===== config.mk =====
export PLATFORM = sky130hd
export DESIGN_NAME = magma4_canonical_check_unit_flat
export DESIGN_NICKNAME = d
export VERILOG_FILES = /design/src/mcc_pkg.sv /design/src/mcc_if.sv /design/src/mcc_cell.sv /design/src/magma4_canonical_check_unit.sv /design/src/flat_wrapper.sv
export SDC_FILE = /design/constraint.sdc
export NUM_CORES = 1
export LEC_CHECK = 0
export BUFFER_PORTS_ARGS = -buffer_cell sky130_fd_sc_hd__buf_4
export CAP_MARGIN = 20
export CORE_MARGIN = 3
export CORE_UTILIZATION = 39
export DETAILED_ROUTE_END_ITERATION = 10
export SYNTH_ARGS = -nofsm -noshare
export SYNTH_HDL_FRONTEND = slang
export SYNTH_SLANG_ARGS = --single-unit

===== constraint.sdc =====
create_clock -name clk -period 68.5 [get_ports clk]
set_clock_uncertainty 0.2 [all_clocks]
set_input_delay 10.275 -clock clk [delete_from_list [all_inputs] [get_ports clk]]
set_output_delay 10.275 -clock clk [all_outputs]
set_load 0.02 [all_outputs]

===== src/mcc_pkg.sv =====
package mcc_pkg;

  localparam int CODE_W    = 32;
  localparam int NUM_PERM  = 24;
  localparam int NUM_CELLS = NUM_PERM - 1;  // identity is skipped
  localparam int PERM_W    = $clog2(NUM_PERM);
  localparam int TBL_CELLS = 16;

  // Permutations of {0,1,2,3} in lexicographic order; entry 0 is identity.
  localparam logic [1:0] PERM_TBL [NUM_PERM][4] = '{
    '{2'd0, 2'd1, 2'd2, 2'd3}, '{2'd0, 2'd1, 2'd3, 2'd2}, '{2'd0, 2'd2, 2'd1, 2'd3},
    '{2'd0, 2'd2, 2'd3, 2'd1}, '{2'd0, 2'd3, 2'd1, 2'd2}, '{2'd0, 2'd3, 2'd2, 2'd1},
    '{2'd1, 2'd0, 2'd2, 2'd3}, '{2'd1, 2'd0, 2'd3, 2'd2}, '{2'd1, 2'd2, 2'd0, 2'd3},
    '{2'd1, 2'd2, 2'd3, 2'd0}, '{2'd1, 2'd3, 2'd0, 2'd2}, '{2'd1, 2'd3, 2'd2, 2'd0},
    '{2'd2, 2'd0, 2'd1, 2'd3}, '{2'd2, 2'd0, 2'd3, 2'd1}, '{2'd2, 2'd1, 2'd0, 2'd3},
    '{2'd2, 2'd1, 2'd3, 2'd0}, '{2'd2, 2'd3, 2'd0, 2'd1}, '{2'd2, 2'd3, 2'd1, 2'd0},
    '{2'd3, 2'd0, 2'd1, 2'd2}, '{2'd3, 2'd0, 2'd2, 2'd1}, '{2'd3, 2'd1, 2'd0, 2'd2},
    '{2'd3, 2'd1, 2'd2, 2'd0}, '{2'd3, 2'd2, 2'd0, 2'd1}, '{2'd3, 2'd2, 2'd1, 2'd0}
  };

  typedef struct packed {
    logic              valid;
    logic [CODE_W-1:0] code;
    logic              canon;
  } stage_t;

  // Relabel a table code under permutation k: U[p(a)][p(b)] = p(T[a][b]).
  // With k fixed per cell this is pure wiring.
  function automatic logic [CODE_W-1:0] relabel(input logic [PERM_W-1:0] k,
                                                input logic [CODE_W-1:0] code);
    logic [CODE_W-1:0] res;
    logic [3:0]        cidx;
    logic [1:0]        val;
    logic [3:0]        dst;
    res = '0;
    for (int c = 0; c < TBL_CELLS; c++) begin
      cidx = 4'(c);
      val  = code[2*c +: 2];
      dst  = {PERM_TBL[k][cidx[3:2]], PERM_TBL[k][cidx[1:0]]};
      res[{dst, 1'b0} +: 2] = PERM_TBL[k][val];
    end
    return res;
  endfunction

endpackage


===== src/mcc_if.sv =====
interface mcc_in_if;
  logic                         valid;
  logic                         ready;
  logic [mcc_pkg::CODE_W-1:0]   table_code;

  modport source (output valid, output table_code, input ready);
  modport sink   (input valid, input table_code, output ready);
endinterface

interface mcc_out_if;
  logic                         valid;
  logic                         ready;
  logic [mcc_pkg::CODE_W-1:0]   code_echo;
  logic                         canonical;

  modport source (output valid, output code_echo, output canonical, input ready);
  modport sink   (input valid, input code_echo, input canonical, output ready);
endinterface


===== src/mcc_cell.sv =====
// One permutation test: relabels the code, clears the flag on a smaller
// result and hands the item to the next cell.
module mcc_cell #(
  parameter int PERM_IDX = 1
) (
  input  logic            clk,
  input  logic            rst_n,
  input  logic            adv,
  input  mcc_pkg::stage_t stg_in,
  output mcc_pkg::stage_t stg_out
);

  localparam logic [mcc_pkg::PERM_W-1:0] K = mcc_pkg::PERM_W'(PERM_IDX);

  logic [mcc_pkg::CODE_W-1:0] relab;
  logic                       valid_r;
  logic [mcc_pkg::CODE_W-1:0] code_r;
  logic                       canon_r;
  logic                       canon_nxt;

  assign relab     = mcc_pkg::relabel(K, stg_in.code);
  assign canon_nxt = stg_in.canon & ~(relab < stg_in.code);

  always_ff @(posedge clk) begin
    if (!rst_n) begin
      valid_r <= 1'b0;
    end else if (adv) begin
      valid_r <= stg_in.valid;
    end
  end

  always_ff @(posedge clk) begin
    if (adv) begin
      code_r  <= stg_in.code;
      canon_r <= canon_nxt;
    end
  end

  assign stg_out = '{valid: valid_r, code: code_r, canon: canon_r};

endmodule


===== src/magma4_canonical_check_unit.sv =====
// Canonical-form check for a 4-element operation table.
// in_chan carries table_code (sixteen 2-bit cells, cell 4*row+col at bit
// 2*cell). out_chan returns code_echo (the same code) and canonical, which is
// 1 when none of the 23 non-identity relabelings gives a smaller code.
// Both channels use valid/ready; an item moves when both are high.
// The check runs down a row of 23 cells, one permutation per cell; the item
// advances one cell per cycle unless the row is held. Throughput is one item
// per cycle unless the receiver stalls: the cells all hold items at once and
// the last cell's register drives out_chan directly.
// When the receiver stalls with a result waiting, the whole row holds and
// in_chan.ready drops; bubbles still move forward while the last cell is empty.
// Reset empties every cell; no result is pending after reset, and the block
// has no other state.
module magma4_canonical_check_unit (
  input  logic        clk,
  input  logic        rst_n,
  mcc_in_if.sink      in_chan,
  mcc_out_if.source   out_chan
);

  mcc_pkg::stage_t stg [mcc_pkg::NUM_CELLS+1];
  logic            adv;

  assign adv           = ~stg[mcc_pkg::NUM_CELLS].valid | out_chan.ready;
  assign in_chan.ready = adv;

  assign stg[0] = '{valid: in_chan.valid, code: in_chan.table_code, canon: 1'b1};

  for (genvar g = 0; g < mcc_pkg::NUM_CELLS; g++) begin : g_cell
    mcc_cell #(
      .PERM_IDX (g + 1)
    ) u_cell (
      .clk     (clk),
      .rst_n   (rst_n),
      .adv     (adv),
      .stg_in  (stg[g]),
      .stg_out (stg[g+1])
    );
  end

  assign out_chan.valid     = stg[mcc_pkg::NUM_CELLS].valid;
  assign out_chan.code_echo = stg[mcc_pkg::NUM_CELLS].code;
  assign out_chan.canonical = stg[mcc_pkg::NUM_CELLS].canon;

endmodule


===== src/flat_wrapper.sv =====
// flat-port wrapper written by rule: the top's interface ports become plain ports
module magma4_canonical_check_unit_flat 
  (clk, rst_n, in_chan_valid, in_chan_table_code, in_chan_ready, out_chan_valid, out_chan_code_echo, out_chan_canonical, out_chan_ready);
  mcc_in_if in_chan_i ();
  mcc_out_if out_chan_i ();
  input  logic clk;
  input  logic rst_n;
  input wire logic [$bits(in_chan_i.valid)-1:0] in_chan_valid;
  input wire logic [$bits(in_chan_i.table_code)-1:0] in_chan_table_code;
  output wire logic [$bits(in_chan_i.ready)-1:0] in_chan_ready;
  output wire logic [$bits(out_chan_i.valid)-1:0] out_chan_valid;
  output wire logic [$bits(out_chan_i.code_echo)-1:0] out_chan_code_echo;
  output wire logic [$bits(out_chan_i.canonical)-1:0] out_chan_canonical;
  input wire logic [$bits(out_chan_i.ready)-1:0] out_chan_ready;
  assign in_chan_i.valid = in_chan_valid;
  assign in_chan_i.table_code = in_chan_table_code;
  assign in_chan_ready = in_chan_i.ready;
  assign out_chan_valid = out_chan_i.valid;
  assign out_chan_code_echo = out_chan_i.code_echo;
  assign out_chan_canonical = out_chan_i.canonical;
  assign out_chan_i.ready = out_chan_ready;
  magma4_canonical_check_unit u_core (.clk(clk), .rst_n(rst_n), .in_chan(in_chan_i), .out_chan(out_chan_i));
endmodule

==> results.toml <==
[critical_path]
path_buf_inv = 3
worstSetupPathType = "in2out"
crit_path_end_kind = "output port"
worstPathRequired_ps = 58030
crit_chain = "buf_4 > nor2b_2 > inv_8 > buf_4"
cpPeakStageDelay_ps = 790
reg2reg_slack_ps = 63760
arrival_ps = 11910
regToRegStartpoint = "u_core.g_cell[22].u_cell.valid_r"
rr_worst_depth = 6
worstReg2RegEnd = "u_core.g_cell[22].u_cell.code_r[5]"
cp_common_cell = "buf_4"
cp-start-kind = "input pin"
cpMaxStageDelayCell = "nor2b_2"
crit_family = "simple AND/OR/NAND/NOR gates"
critPathMaxFanout = 56

[sta]
post-route-period-util_pct = 32.68
max_slew_margin_pct = 29.17
max_freq_mhz = 44.67
finalHoldViolCount = 0
finalCriticalPeriod_ps = 22390
tightest_slew_ps = 1063
fin_setup_tns_ps = 0
setup_viol = 0
drv_slew = 0
rsz0062_at_grt = "false"

[clock_tree]
post_cts_buffers = 0
cts_root_buf = "clkbuf_16"
cts_resized = 0
cts_max_level = 3
cts-buffers-inserted = 90
clk_path_buf_depth = 3
cts_tree = "built"
cts_hold_buf = 0
cts.sinks = 782
insertion_delay_ps = 660
clkTransAtPathRegs_ps = 60

[yosys]
yosysWarnings = 0
ys_types = 64
synth-seq-cells = 782
syn_inst = 3619
async_flop_share_pct = 0
syn_area_per_cell_sq_um = 12.03
ys.flop_type = "edfxtp_1"
ys_top_cells_by_area = "edfxtp_1 (52%), ha_1 (22%), inv_1 (6.6%)"
synth_area_sq_mm = 0.04355
ys_seq_area_share_pct = 53.40
synth_enable_flop_cells = 759
mappedNetlistNets = 4407
yosysTopAreaCell = "edfxtp_1"
synth_top_area_share_pct = 52.34

[final_layout]
final_cell_mix = "inv_1 (770), edfxtp_1 (759), ha_1 (752)"
syn_to_final_growth_pct = 12.44
post-route-util_pct = 44.61
multi_input_area_sq_mm = 0.01738
finalNetCount = 4574
register_area_sq_mm = 0.02325
fillers = 10070
drive_above_1_share_pct = 7.123
final_common_cell = "inv_1"

[floorplanning]
die_y_um = 340.2
core_sq_mm = 0.1098
io-pin-count = 71
die-area_sq_mm = 0.1157
die_w_um = 340.2
start_util_pct = 39.67
rows = 121

[route]
via_per_inst = 4.861
first_iter_violations = 1356
drt-pass1-iter-count = 7
wl_per_cell_um = 16.45
wl_um = 87800
via_count = 25950
ant_nets = 0
drc = 0

[placement]
hpwl_um = 67380
io_buffers = 70
place.gp.congestion = 0.8588

[pwr]
power_density_mw_per_mm2 = 23.92
peakVddDrop_mv = 0.01857
p_leak_nw = 22.81

[worst_hold_path]
min_to = "u_core.g_cell[3].u_cell.code_r[0]"
hold_depth = 0
worstHoldPathType = "reg2reg"
min_from = "u_core.g_cell[2].u_cell.code_r[0]"

[global_route]
grt_max_degree = 85
use_met2_pct = 25.58
first_global_vias = 25800
met1_usage_pct = 20.55
top_usage_layer = "met2"
grt_usage_pct = 15.25
grt_antenna_before_repair = 1
gr-total-overflow = 0
grt_util_met3_pct = 2.333
grt_pass1_wl_um = 140500

[job]
max_cap_viol_count = 0

[status]
status = "completed"
## area by class of cell
class                      instances  area share (%)
sequential                       782           47.49
multi-input combinational       2059           35.49
inverter                         771           5.926
clock buffer                     108           4.842
tap                             1476           3.772
timing repair buffer              82           1.257
clock inverter                    59           1.224
antenna                            1        0.005111
## logic make-up (layout without fill, tap and decap cells)
| family | after synthesis | count (layout) | share of synthesized area, % |
|---|---|---|---|
| compound gates | 596 | 596 | 8.568 |
| simple gates | 525 | 525 | 5.979 |
| xor+xnor | 185 | 185 | 3.721 |
| fa+ha+maj | 752 | 752 | 21.61 |
| flops | 782 | 782 | 53.40 |
| mux | 1 | 1 | 0.02299 |
| other cells | 0 | 1 | 0 |
| buf+inv | 778 | 1020 | 6.706 |
## flip-flops by register name, summed over array words and instances (netlist names)
signal,flops
u_core.g_cell.u_cell.valid_r,23
u_core.g_cell.u_cell.code_r,736
u_core.g_cell.u_cell.canon_r,23
## report_power, final
group	internal, mW	leakage [nW]	switching (mW)	total (mW)
Clock	0.279	1.45	0.196	0.475
Sequential	0.549	8.26	0.0264	0.575
Combinational	0.0558	13.1	0.0648	0.121
## Yosys cell counts (3+ instances only)
cell type	n
a2111oi_0	11
a211o_1	7
a211oi_1	48
a21boi_0	27
a21o_1	65
a21oi_1	177
a221oi_1	3
a22oi_1	5
a2bb2oi_1	3
a31oi_1	13
a41oi_1	7
and3_1	6
and4_1	5
clkbuf_1	7
dfxtp_1	23
edfxtp_1	759
ha_1	752
inv_1	771
nand2_1	165
nand2b_1	13
nand3_1	37
nand3b_1	4
nand4_1	76
nor2_1	89
nor2b_1	19
nor3_1	32
nor3b_1	3
nor4_1	10
o2111ai_1	4
o211ai_1	19
o21a_1	11
o21ai_0	150
o21bai_1	3
o221ai_1	4
o22ai_1	5
o311ai_0	3
o31a_1	4
o31ai_1	7
o41ai_1	5
or2_2	52
or3_1	5
xnor2_1	90
xor2_1	95
## layer usage
metal  vias to the layer above  routed length [um]
li1                      13090                   -
met1                     12370               41370
met2                       350               41310
met3                       137                2914
met4                         0                2203
met5                         -                   0
## worst max path at each step
stage / startpoint / end / slack, ps / depth (start not counted)
final: out_chan_ready / in_chan_ready / 46110 / 4
after global routing: out_chan_ready / in_chan_ready / 45960 / 4
after CTS: out_chan_ready / in_chan_ready / 46080 / 4
after detailed placement: out_chan_ready / in_chan_ready / 46080 / 4
after global placement: out_chan_ready / in_chan_ready / 46080 / 4
after floorplan: out_chan_ready / in_chan_ready / 26710 / 4
## per-stage QoR
step           area (sq um)  power, mW  std cells  setup WS, ps  hold slack (ps)
6_report              48970      1.171       5338         46110            227.4
5_1_grt               48960      1.230       5337         45960            238.3
4_1_cts               48960      1.188       5337         46080            225.7
3_5_place_dp          45990     0.7058       5170         46080            218.8
3_3_place_gp          45990     0.7026       5170         46080            205.5
2_1_floorplan         43550     0.6624       3619         26710            200.3
## worst reg2reg max path, stage by stage (launching register included)
cell and delay (ps):
dfxtp_1 300, nor2b_2 300, inv_8 350, buf_4 720, buf_4 810, buf_4 720
buf_4 880
Power figures use the tool's default switching activity.
